[config.mk]
export PLATFORM = sky130hd
export DESIGN_NAME = bblbf_mul
export DESIGN_NICKNAME = d
export VERILOG_FILES = /design/src/rtl/beta_binomial_log_bayes_factor_unit_assert.svh /design/src/rtl/bblbf_mul.sv
export SDC_FILE = /design/constraint.sdc
export NUM_CORES = 2
export LEC_CHECK = 0
export BUFFER_PORTS_ARGS = -buffer_cell sky130_fd_sc_hd__buf_2
export CORE_MARGIN = 5
export CORE_UTILIZATION = 30
export CTS_CLUSTER_SIZE = 40
export DETAILED_ROUTE_END_ITERATION = 8
export SLEW_MARGIN = 15
export SYNTH_ARGS = -nofsm -noshare
export SYNTH_HDL_FRONTEND = slang
export SYNTH_SLANG_ARGS = --single-unit
export TNS_END_PERCENT = 5
[constraint.sdc]
create_clock -name clock -period 11.9 [get_ports clock]
set_input_delay 1.785 -clock clock [delete_from_list [all_inputs] [get_ports clock]]
set_output_delay 1.785 -clock clock [all_outputs]
set_load 0.01 [all_outputs]
[src/rtl/beta_binomial_log_bayes_factor_unit_assert.svh]
// Assertion macros used by the log Bayes factor unit.
`ifndef BETA_BINOMIAL_LOG_BAYES_FACTOR_UNIT_ASSERT_SVH
`define BETA_BINOMIAL_LOG_BAYES_FACTOR_UNIT_ASSERT_SVH

// Same-cycle implication.
`define BBLBF_ASSERT_IMP(lbl, clk, rst, ante, cons, msg) \
   lbl: assert property (@(posedge clk) disable iff (rst) (ante) |-> (cons)) else $error(msg);

// Next-cycle implication.
`define BBLBF_ASSERT_NXT(lbl, clk, rst, ante, cons, msg) \
   lbl: assert property (@(posedge clk) disable iff (rst) (ante) |=> (cons)) else $error(msg);

`endif

[src/rtl/bblbf_mul.sv]
module bblbf_mul (
   input  logic        clock,
   input  logic [31:0] op_a,
   input  logic [31:0] op_b,
   output logic [63:0] product_ff
);

   always_ff @(posedge clock) begin
      product_ff <= 64'(op_a) * 64'(op_b);
   end

endmodule

Word level (Yosys, flattened, before mapping)
Index checks and enable logic that the tools add are counted.

word-level totals
  bits in registers = 64
  input port bits = 65
  output and inout port bits = 64
  logic and storage cells = 2

operators by class
  multiply operators = 1

operators by type and width
  kind                          number
  multiplier 32 x 32 -> 64 bit  1

Logic depth before layout (Yosys ltp)
  depth after elaboration = 1
  gate-level depth with buffers = 29
  gate-level depth less buffers = 27

Least setup slack after synthesis
OpenSTA, ideal clock, no wires.

  path type = input -> register
  start point = input op_a[25]
  end point = register product_ff[62]
  setup time = 0.072 ns
  arrival time = 8.466 ns
  required time = 11.828 ns
  slack = 3.362 ns
  cell stages on the path = 25
  buffers on the path = 2
  path through = clkbuf_1 -> nand2_1 -> fa_1 -> inv_1 -> fa_1 -> inv_1 -> fa_1 -> inv_1 -> fa_1 -> fa_1 -> fa_1 -> fa_1 -> inv_1 -> fa_1 -> inv_1 -> ha_1 -> buf_2 -> nand4_1 -> or4_1 -> or3_1 -> a31oi_1 -> a31o_2 -> a211oi_1 -> o21ai_1 -> xor2_1

between the ends
  longest elaborated chain between the ends = 1

RTL lines
  item                          RTL line        source
  from (decl)                   bblbf_mul.sv:3  input logic [31:0] op_a,
  multiplier 32 x 32 -> 64 bit  bblbf_mul.sv:9  product_ff <= 64'(op_a) * 64'(op_b);
  to (signal assigned)          bblbf_mul.sv:9
  to (decl)                     bblbf_mul.sv:5  output logic [63:0] product_ff

No other way between the ends.

Worst setup path after layout
  start point = input op_b[24]
  end point = register product_ff[62]

between the ends
  longest elaborated chain between the ends = 1

RTL lines
  item                          RTL line        source
  from (decl)                   bblbf_mul.sv:4  input logic [31:0] op_b,
  multiplier 32 x 32 -> 64 bit  bblbf_mul.sv:9

No other way between the ends.

==> impl_results.md <==
* Status: completed
* WL final at 96.9 mm
* Synth cell types at 57
* Most used cell, CP: fa_1
* Antenna violations before repair at 20
* Cts hold-fix bufs at 0
* Initial Util at 0.303
* Mapped cell area at 34700 um2
* Worst-Margin Slew at 1.04 ns
* HP Class: in -> reg
* Fin. Hold Viols at 0
* DIE AREA at 122000 um2
* 1st-iter DRT viols at 1442
* Final antenna-violating net count at 0
* CTS sink count at 64
* Top FF cell, synth: dfxtp_1
* Global placement routability congestion at 0.891
* CTS H-tree lvls at 3
* Synth Net Count at 4972
* Pre-CTS setup slack at 2.11 ns
* Number of port buffers at 128
* Setup tns final at 0 ns
* Register area share after synthesis at 0.0369
* CP Capture Type: flop
* Max FFs per register at 64
* Most common cell after layout, fill and taps aside: fa_1
* Synthesized-area fraction occupied by adder cells at 0.612
* Worst Hold Path EP: product_ff[0]
* Row cnt at 124
* WHS at 2.02 ns
* Final WS setup at 2.37 ns
* Area used by multi-input combinational logic at 29300 um2
* Share of cells above drive strength 1 at 0.0454
* Area delta synth->final at 6.00%
* EDFF count, synth at 0
* Fmax at 0.105 GHz
* Clock Path Buffers at 2
* Hold Path Stages at 3
* Synthesized netlist cell count at 3748
* Overflow after GRT at 0
* Clk root buf: clkbuf_16
* # fillers at 12100
* Largest net degree at the start of global routing at 33
* Commonest non-fill, non-tap cells in the layout: fa_1 (896), inv_1 (865), and2_1 (602)
* Slowest CP cell: buf_2
* Startpoint Class: input pin
* Setup-failing EPs final at 0
* Maxcap violations at 0
* Core outline area at 115000 um2
* Async S/R FF share, synth at 0
* DPL Wire Length at 78.1 mm
* Clk pin slew, worst setup/hold paths at 0.07 ns
* Slew HR at 0.309
* Top-Level Pins at 129
* Synth warn at 0
* Synth Area in XOR/XNOR at 0.0152
* Tcrit/Tclk final at 0.801
* CTS tree: done
* Post-Synth Simple-Gate Area at 0.176
* Nets at 4897
* Post-CTS setup buffers at 0
* Tot GR Track Use at 0.163
* CP peak stage delay at 0.73 ns
* Mux share of post-synthesis cell area at 0.000289
* Worst Path Max Fanout at 32
* Chip width at 350 um
* Critical-path cell list: buf_2 -> nand2_1 -> fa_1 -> inv_1 -> fa_1 -> fa_1 -> fa_1 -> fa_1 -> fa_1 -> fa_1 -> inv_1 -> fa_1 -> inv_1 -> ha_1 -> nand4_1 -> or4_1 -> or3_1 -> a31oi_1 -> a31o_2 -> a211oi_1 -> o21ai_1 -> xor2_1
* Vias/cell at 4.71
* Top flop regs: product_ff (64)
* RSZ-0062 raised after global routing: false
* Total DRC errors in the routed layout at 0
* Syn Area/Cell at 9.25 um2
* FF+latch area at 1280 um2
* Total CTS buffers at 9
* Largest family of logic cells by synthesized area: adder cells
* Top reg by flops: product_ff
* Min Tclk post-route at 9.53 ns
* First-pass GRT wire length at 155 mm
* Synthesis-stage register bit count at 64
* Drt first pass iters at 7
* Critical Path AT at 9.83 ns
* Routed wire per std cell at 18.7 um
* Slew Limit Fails at 0
* Post-CTS resize count at 0
* Critical path class: in -> reg
* Min-delay src: op_b[0]
* Total vias in the final route at 24400
* Synth Area in Compound Gates at 0.0415
* Data required time of the worst path at 12.20 ns
* Post-layout util at 0.321
* Vias in the first global route at 26900
* Die height at 350 um
worst max-delay path: cells and delay by family:
kind | cells | cell delay [ns]
fa+ha+maj | 9 | 4.48
simple gates | 4 | 1.27
compound gates | 4 | 1.20
buf+inv | 4 | 0.87
xor+xnor | 1 | 0.15
kinds of logic (layout without fill, tap and decap cells):
group                      after synthesis  in the layout
and+or+nand+nor                       1177           1177
adders and majority gates             1159           1159
buffers and inverters                 1085           1015
AOI/OAI and AO/OA                      202            202
DFF                                     64             64
xor gates and xnor gates                60             60
muxes                                    1              1
other                                    0              2
how the worst max path moves through the flow:
stage,endpoint,depth (start not counted),slack [ns],from
2_1_floorplan,product_ff[62],25,3.36,op_a[25]
3_3_place_gp,product_ff[62],24,2.18,op_a[22]
3_5_place_dp,product_ff[62],22,2.11,op_b[24]
4_1_cts,product_ff[62],22,2.50,op_b[24]
5_1_grt,product_ff[62],24,2.04,op_a[24]
6_report,product_ff[62],22,2.37,op_b[24]
metal layers:
layer | GRT usage | wire length [um] | part of all wire | vias up
met5 | 0 | 9 | 0.000093 | -
met4 | 0.0468 | 3440 | 0.035 | 2
met3 | 0.0237 | 5370 | 0.055 | 192
met2 | 0.292 | 49900 | 0.51 | 776
met1 | 0.204 | 38200 | 0.39 | 12800
li1 | - | - | - | 10700
Yosys cell counts, types with 5 or more instances:
cell type | instances | area [um2]
fa_1 | 896 | 17900
inv_1 | 865 | 3250
and2_1 | 602 | 3770
nand2_1 | 480 | 1800
ha_1 | 263 | 3290
clkbuf_1 | 213 | 800
dfxtp_1 | 64 | 1280
a21oi_1 | 63 | 315
a21o_1 | 40 | 300
xnor2_1 | 35 | 307
xor2_1 | 25 | 219
nand4_1 | 23 | 144
o21ai_0 | 21 | 105
nor2_1 | 20 | 75.1
and3_1 | 14 | 87.6
a31oi_1 | 12 | 75.1
nand3_1 | 10 | 50.1
o21bai_1 | 10 | 75.1
o21a_1 | 9 | 67.6
nor3_1 | 7 | 35.0
buf_2 | 6 | 30.0
o21ai_1 | 5 | 25.0
metrics by stage:
step	instance area, um2	std cells
after floorplan	34700	3748
after global placement	36400	5174
after detailed placement	36400	5174
after CTS	36800	5190
after global routing	36800	5190
final	36800	5192
cell type report:
class	count	area share
timing repair buffer	134	0.0187
clock buffer	10	0.00650
multi-input combinational	2599	0.798
sequential	64	0.0349
antenna	2	0.000136
clock inverter	6	0.00252
inverter	865	0.0883
tap	1512	0.0515
Power is not shown: default switching activity piles up to over one toggle a cycle in this logic, so the estimate is an artifact.
