<file path="config.mk">
export PLATFORM = sky130hd
export DESIGN_NAME = bblbf_div
export DESIGN_NICKNAME = d
export VERILOG_FILES = /design/src/rtl/beta_binomial_log_bayes_factor_unit_assert.svh /design/src/rtl/bblbf_pkg.sv /design/src/rtl/bblbf_div.sv
export SDC_FILE = /design/constraint.sdc
export NUM_CORES = 1
export LEC_CHECK = 0
export BUFFER_PORTS_ARGS = -buffer_cell sky130_fd_sc_hd__buf_2
export CAP_MARGIN = 20
export CELL_PAD_IN_SITES_DETAIL_PLACEMENT = 1
export CELL_PAD_IN_SITES_GLOBAL_PLACEMENT = 1
export CORE_AREA = 2 2 190 192
export DETAILED_ROUTE_END_ITERATION = 8
export DIE_AREA = 0 0 192 194
export PLACE_DENSITY_LB_ADDON = 0.1
export SLEW_MARGIN = 20
export SYNTH_ARGS = -nofsm -noshare
export SYNTH_HDL_FRONTEND = slang
export SYNTH_SLANG_ARGS = --single-unit
</file>
<file path="constraint.sdc">
create_clock -name clock -period 8.3 [get_ports clock]
set_input_delay 1.66 -clock clock [delete_from_list [all_inputs] [get_ports clock]]
set_output_delay 1.66 -clock clock [all_outputs]
set_load 0.1 [all_outputs]
</file>
<file path="src/rtl/beta_binomial_log_bayes_factor_unit_assert.svh">
// Assertion macros used by the log Bayes factor unit.
`ifndef BETA_BINOMIAL_LOG_BAYES_FACTOR_UNIT_ASSERT_SVH
`define BETA_BINOMIAL_LOG_BAYES_FACTOR_UNIT_ASSERT_SVH

// Same-cycle implication.
`define BBLBF_ASSERT_IMP(lbl, clk, rst, ante, cons, msg) \
   lbl: assert property (@(posedge clk) disable iff (rst) (ante) |-> (cons)) else $error(msg);

// Next-cycle implication.
`define BBLBF_ASSERT_NXT(lbl, clk, rst, ante, cons, msg) \
   lbl: assert property (@(posedge clk) disable iff (rst) (ante) |=> (cons)) else $error(msg);

`endif

</file>
<file path="src/rtl/bblbf_pkg.sv">
package bblbf_pkg;

   localparam int PRIOR_BITS = 44;
   localparam int IQ         = 28;
   localparam int DIV_QBITS  = 36;
   localparam int NUM_COEF   = 6;
   localparam int NUM_LGAM   = 6;

   localparam logic signed [63:0] S64_MAX = 64'sh7FFF_FFFF_FFFF_FFFF;
   localparam logic signed [63:0] S64_MIN = 64'sh8000_0000_0000_0000;

   localparam logic [31:0]        LN2_Q32      = 32'd2977044472;
   localparam logic signed [63:0] LNRT2PI_Q28  = 64'sd246675684;
   localparam logic signed [63:0] SER_C1       = 64'sd268435456;
   localparam logic signed [63:0] HALF_Q28     = 64'sd134217728;
   localparam logic signed [63:0] FIVEHALF_Q28 = 64'sd1476395008;

   // Lanczos coefficients, magnitude and sign, Q.28
   localparam logic [34:0] COEF_MAG [NUM_COEF] = '{
      35'd20449437662, 35'd23221095109, 35'd6446235412,
      35'd330642574, 35'd324445, 35'd1448
   };
   localparam logic COEF_NEG [NUM_COEF] = '{1'b0, 1'b1, 1'b0, 1'b1, 1'b0, 1'b1};

   // lnG(x+a) + lnG(n-x-a+s) - lnG(n+s) - lnG(a) - lnG(s-a) + lnG(s)
   localparam logic TERM_NEG [NUM_LGAM] = '{1'b0, 1'b0, 1'b1, 1'b1, 1'b1, 1'b0};

   function automatic logic signed [63:0] sat_add(input logic signed [63:0] a,
                                                  input logic signed [63:0] b);
      logic signed [64:0] s;
      s = {a[63], a} + {b[63], b};
      if (s[64] != s[63]) return s[64] ? S64_MIN : S64_MAX;
      return s[63:0];
   endfunction

   function automatic logic signed [63:0] sat_sub(input logic signed [63:0] a,
                                                  input logic signed [63:0] b);
      logic signed [64:0] s;
      s = {a[63], a} - {b[63], b};
      if (s[64] != s[63]) return s[64] ? S64_MIN : S64_MAX;
      return s[63:0];
   endfunction

endpackage

</file>
<file path="src/rtl/bblbf_div.sv">
module bblbf_div (
   input  logic                           clock,
   input  logic                           reset,
   input  logic                           start,
   input  logic [63:0]                    dividend,
   input  logic [63:0]                    divisor,
   output logic [bblbf_pkg::DIV_QBITS-1:0] quotient_ff,
   output logic                           done_ff
);
   import bblbf_pkg::*;

   localparam int CNT_BITS = $clog2(DIV_QBITS + 1);

   logic [63:0]          rem_ff;
   logic [63:0]          den_ff;
   logic [DIV_QBITS-1:0] sh_ff;
   logic [CNT_BITS-1:0]  cnt_ff;
   logic                 busy_ff;
   logic [64:0]          trial;

   assign trial = {rem_ff, sh_ff[DIV_QBITS-1]};

   always_ff @(posedge clock) begin
      if (reset) begin
         busy_ff <= 1'b0;
         done_ff <= 1'b0;
         cnt_ff  <= '0;
      end else begin
         done_ff <= 1'b0;
         if (start) begin
            // top bits already below the divisor: quotient fits DIV_QBITS
            rem_ff  <= dividend >> DIV_QBITS;
            sh_ff   <= dividend[DIV_QBITS-1:0];
            den_ff  <= divisor;
            cnt_ff  <= CNT_BITS'(DIV_QBITS);
            busy_ff <= 1'b1;
         end else if (busy_ff) begin
            if (trial >= {1'b0, den_ff}) begin
               rem_ff      <= 64'(trial - {1'b0, den_ff});
               quotient_ff <= {quotient_ff[DIV_QBITS-2:0], 1'b1};
            end else begin
               rem_ff      <= trial[63:0];
               quotient_ff <= {quotient_ff[DIV_QBITS-2:0], 1'b0};
            end
            sh_ff  <= sh_ff << 1;
            cnt_ff <= cnt_ff - 1'b1;
            if (cnt_ff == CNT_BITS'(1)) begin
               busy_ff <= 1'b0;
               done_ff <= 1'b1;
            end
         end
      end
   end

endmodule

</file>
After elaboration in Yosys (flattened, before gate mapping)
Cells that the tools add are included.

Bitwise logic cells: 3. Reduce and logical (&&, ||, !) cells: 6. Order comparisons: 1. Add/subtract/negate cells: 2. Multiplexer cells: 12. Equal/unequal tests: 1.

Operator list (number): 2-to-1 mux 64 bit (2); 2-to-1 mux 36 bit (2); >= comparator 65 x 64 -> 1 bit (1); subtractor 64 bit (1); 2-to-1 mux 28 bit (1); 2-to-1 mux 6 bit (2); equality test 6 x 1 -> 1 bit (second input constant) (1); subtractor 6 x 1 -> 6 bit (second input constant) (1); 2-to-1 mux 1 bit (5); AND reduction 2 bit (2); inverter 1 bit (3); AND reduction 3 bit (1); OR reduction 3 bit (1); nonzero test 2 bit (1); OR reduction 2 bit (1).

Output and inout bits: 37. Bits in registers: 208.

Longest topological paths before layout
Word-level depth: 4. Gate-level depth with buffers: 17. Gate-level depth less buffers: 13.

Worst setup path before layout
No wires, ideal clock.

Path type: input port to flip-flop. Start point: in start. End point: reg rem_ff[0], enable pin. Arrival time: 6469 ps. Path slack: 1270 ps. Stages: 4. Library setup time: 561 ps. Buffers on the path: 2. Required time: 7739 ps. Cell sequence: clkbuf_1 -> clkbuf_1 -> nor2_1 -> nor2_1.

Cells in the longest elaborated chain, start to end: 2.

RTL lines: from (decl) (RTL line bblbf_div.sv:4) `input logic start,`; nonzero test 2 bit (no line); AND reduction 2 bit (no line); to (signal assigned) (RTL line bblbf_div.sv:32) `rem_ff <= dividend >> DIV_QBITS;`; to (signal assigned) (RTL line bblbf_div.sv:39) `rem_ff <= 64'(trial - {1'b0, den_ff});`; to (signal assigned) (RTL line bblbf_div.sv:42) `rem_ff <= trial[63:0];`; to (decl) (RTL line bblbf_div.sv:14) `logic [63:0] rem_ff;`.

Every way passes these cells. A chain may end at the register's enable or synchronous reset.

Worst setup path after layout
Start point: reg rem_ff[8]. End point: reg rem_ff[58], data pin.

Cells in the longest elaborated chain, start to end: 3.

RTL lines: subtractor 64 bit or >= comparator 65 x 64 -> 1 bit (tied branches) (RTL line bblbf_div.sv:39, bblbf_div.sv:38); 2-to-1 mux 64 bit (*) (RTL line bblbf_div.sv:38) `if (trial >= {1'b0, den_ff}) begin`; 2-to-1 mux 64 bit (*) (RTL line bblbf_div.sv:37) `end else if (busy_ff) begin`.

Mark *: on every way between the ends. The rest lies on a longest branch, timed or not. The select of a mux whose other input is x is not followed.

==> flow_metrics.py <==
metrics = {
    "setup_path": {
        "rr_worst_depth": 13,
        "rrSetupSlack_ns": 3.62,
        "worstSetupPathType": "register to register",
        "critPathLaunchType": "register",
        "worst-path-max-fanout": 44,
        "r2r_end": "rem_ff[58]$_SDFFCE_PP0P_",
        "r2r_start": "rem_ff[8]$_DFFE_PP_",
        "worst_ep_required_time_ns": 8.63,
        "cp.arrival_ns": 5.00,
        "end_kind": "register",
    },
    "yosys": {
        "ys_seq_elements": 208,
        "synth_edf_count": 200,
        "seq_area_frac_synth": 0.505,
        "ys.flop_type": "edfxtp_1",
        "synth_top_family_by_area": "compound AO/OA/AOI/OAI gates",
        "yosys.area_share.simple": 0.115,
        "synthArstFlopShare": 0,
        "muxShareOfSynthArea": 0.0752,
        "syn_inst": 1114,
        "synthXorXnorAreaFrac": 0.0366,
        "syn_area_per_cell_sq_um": 11.0,
        "synth.net_count": 1312,
        "synth_cell_type_count": 74,
        "synth_compound_area_frac": 0.152,
        "synth_adder_area_share": 0.0693,
        "yosys_warnings": 0,
        "synth.cell_area_sq_um": 12200,
    },
    "sta": {
        "whs_ns": 0.444,
        "fin_crit_ns": 4.68,
        "relSlewSlack": 0.308,
        "tightest_slew_ns": 1.04,
        "timing.fmax_ghz": 0.214,
        "finalHoldViolCount": 0,
        "tns_ns": 0,
        "finalSetupViolations": 0,
        "finClkSkew_ns": 0.0210,
        "finalCritPeriodShare": 0.564,
        "maxSlewViolCount": 0,
        "rsz0062_at_grt": "no",
    },
    "clock_network": {
        "cts_buffer_depth": 3,
        "cts_tree": "built",
        "ctsResizeCount": 0,
        "cts-root-buf": "clkbuf_16",
        "clkSinkCount": 208,
        "path_clk_slew_ns": 0.06,
        "htreeDepth": 1,
        "clk_latency_ns": 0.55,
        "cts_made_buffers": 25,
        "cts-hold-fix-buffers": 0,
        "post_cts_buffers": 0,
    },
    "job": {
        "maxCapViolCount": 0,
    },
    "finish": {
        "layout-drive-gt1-share": 0.241,
        "final_common_cell": "edfxtp_1",
        "syn_to_final_growth_pct": 16.9,
        "num-nets-final": 1463,
        "layout_common_cells": "200 x edfxtp_1, 166 x buf_2, 97 x nand2_1",
    },
    "power_and_ir_drop": {
        "p_leak_nw": 5.74,
        "vdd.ir_drop.worst_uv": 143,
        "power_density_nw_per_um2": 225,
    },
    "drt": {
        "drtIter0Drc": 382,
        "antenna_left": 0,
        "wl_per_cell_um": 18.6,
        "routed-via-count": 8937,
        "drt_wl_total_mm": 32.5,
        "drc_errors": 0,
        "vias_per_cell": 5.12,
        "dr.pass1.iters": 5,
    },
    "hold_path": {
        "worstHoldStart": "quotient_ff[19]$_DFFE_PP_",
        "hold_path_class": "register to register",
        "min_path_cells": 0,
        "hold_end": "quotient_ff[20]$_DFFE_PP_",
    },
    "die": {
        "dieHeight_um": 194,
        "boundaryPins": 168,
        "die-width_um": 192,
        "initial_core_util": 0.347,
        "rows": 69,
        "die-area_sq_um": 37200,
        "core_sq_um": 35200,
    },
    "outcome": {
        "outcome": "completed",
    },
    "global_routing": {
        "grt_first_pass_wirelength_mm": 52.6,
        "overflow": 0,
        "antenna_found_initial": 3,
        "grt_max_degree": 70,
        "grt_pass1_vias": 9716,
        "grtUsageTotal": 0.176,
    },
    "place": {
        "gp_congestion": 0.786,
        "dpl.hpwl_mm": 23.9,
        "portBuffers": 167,
    },
}
==> sequential cells by signal, summed over array words and instances, names as in the netlist <==
| signal | cells |
|---|---|
| busy_ff | 1 |
| cnt_ff | 6 |
| den_ff | 64 |
| done_ff | 1 |
| quotient_ff | 36 |
| rem_ff | 64 |
| sh_ff | 36 |
==> worst max-delay path, cell delays in order (launching register included) <==
cell       delay (ns)
edfxtp_1         0.40
ha_1             0.46
nand2_1          0.10
or3_1            0.42
o2111ai_2        0.30
nand3b_4         0.12
a2111oi_4        0.46
o21ai_2          0.20
and2_1           0.17
buf_4            0.28
inv_2            0.51
buf_4            0.56
nor2_1           0.09
a2111oi_1        0.36
==> power by group <==
group	internal (mW)	total, mW	leakage [nW]	switching (mW)
clock network	0.644	1.09	0.393	0.448
logic	0.333	0.828	3.39	0.496
registers	1.25	1.29	1.96	0.0342
==> per-layer routing <==
| metal | GRT usage | share of wire |
|---|---|---|
| met1 | 0.241 | 0.48 |
| met2 | 0.287 | 0.46 |
| met3 | 0.0373 | 0.047 |
| met4 | 0.0382 | 0.020 |
| met5 | 0 | 0 |
==> synthesized netlist by cell type, drive strengths merged (10+ instances only) <==
| library cell | n | area share |
|---|---|---|
| a21o | 30 | 0.018 |
| a21oi | 92 | 0.038 |
| clkbuf | 36 | 0.011 |
| o21bai | 19 | 0.012 |
| buf | 13 | 0.0080 |
| nand2 | 97 | 0.030 |
| nor2 | 66 | 0.020 |
| o21a | 11 | 0.0068 |
| nand4 | 20 | 0.010 |
| nand3 | 21 | 0.0086 |
| inv | 89 | 0.027 |
| edfxtp | 200 | 0.49 |
| a211oi | 16 | 0.010 |
| nor3 | 21 | 0.0086 |
| mux2 | 78 | 0.072 |
| a31oi | 10 | 0.0051 |
| xnor2 | 32 | 0.023 |
| o21ai | 55 | 0.023 |
| xor2 | 19 | 0.014 |
| ha | 66 | 0.068 |
==> layout make-up <==
cell class / count / area (sq um)
Antenna cell: 1 / 2.50
Multi-Input combinational cell: 768 / 5490
Timing Repair Buffer: 173 / 883
Tap cell: 461 / 577
Inverter: 89 / 334
Fill cell: 3914 / 21000
Sequential cell: 208 / 6170
Clock buffer: 33 / 686
Clock inverter: 13 / 129
==> logic make-up (layout without fill, tap and decap cells) <==
family          after synthesis  after routing
compound gates              280            280
simple gates                288            288
xor+xnor                     51             51
other cells                   0              1
mux                          82             82
buf+inv                     138            308
fa+ha+maj                    67             67
flops                       208            208
==> how the worst max path moves through the flow <==
stage | startpoint | endpoint | slack [ns]
after floorplan | start | rem_ff[0]$_DFFE_PP_ | 1.27
after global placement | rem_ff[38]$_SDFFCE_PP0P_ | rem_ff[62]$_SDFFCE_PP0P_ | 3.61
after detailed placement | rem_ff[23]$_DFFE_PP_ | rem_ff[58]$_SDFFCE_PP0P_ | 3.52
after CTS | rem_ff[8]$_DFFE_PP_ | rem_ff[58]$_SDFFCE_PP0P_ | 3.51
after global routing | rem_ff[22]$_DFFE_PP_ | rem_ff[50]$_SDFFCE_PP0P_ | 3.06
final | rem_ff[8]$_DFFE_PP_ | rem_ff[58]$_SDFFCE_PP0P_ | 3.62
==> per-stage QoR <==
step / area, sq um / power, mW / std cells / util / setup slack (ns)
after floorplan: 12200 / 1.93 / 1114 / - / 1.27
after global placement: 13500 / 2.14 / 1699 / 0.382 / 3.61
after detailed placement: 13500 / 2.14 / 1699 / 0.382 / 3.52
after CTS: 14300 / 3.26 / 1745 / 0.405 / 3.51
after global routing: 14300 / 3.39 / 1745 / 0.405 / 3.06
final: 14300 / 3.21 / 1746 / 0.405 / 3.62
Note: power is estimated with default switching activity, not from simulation.
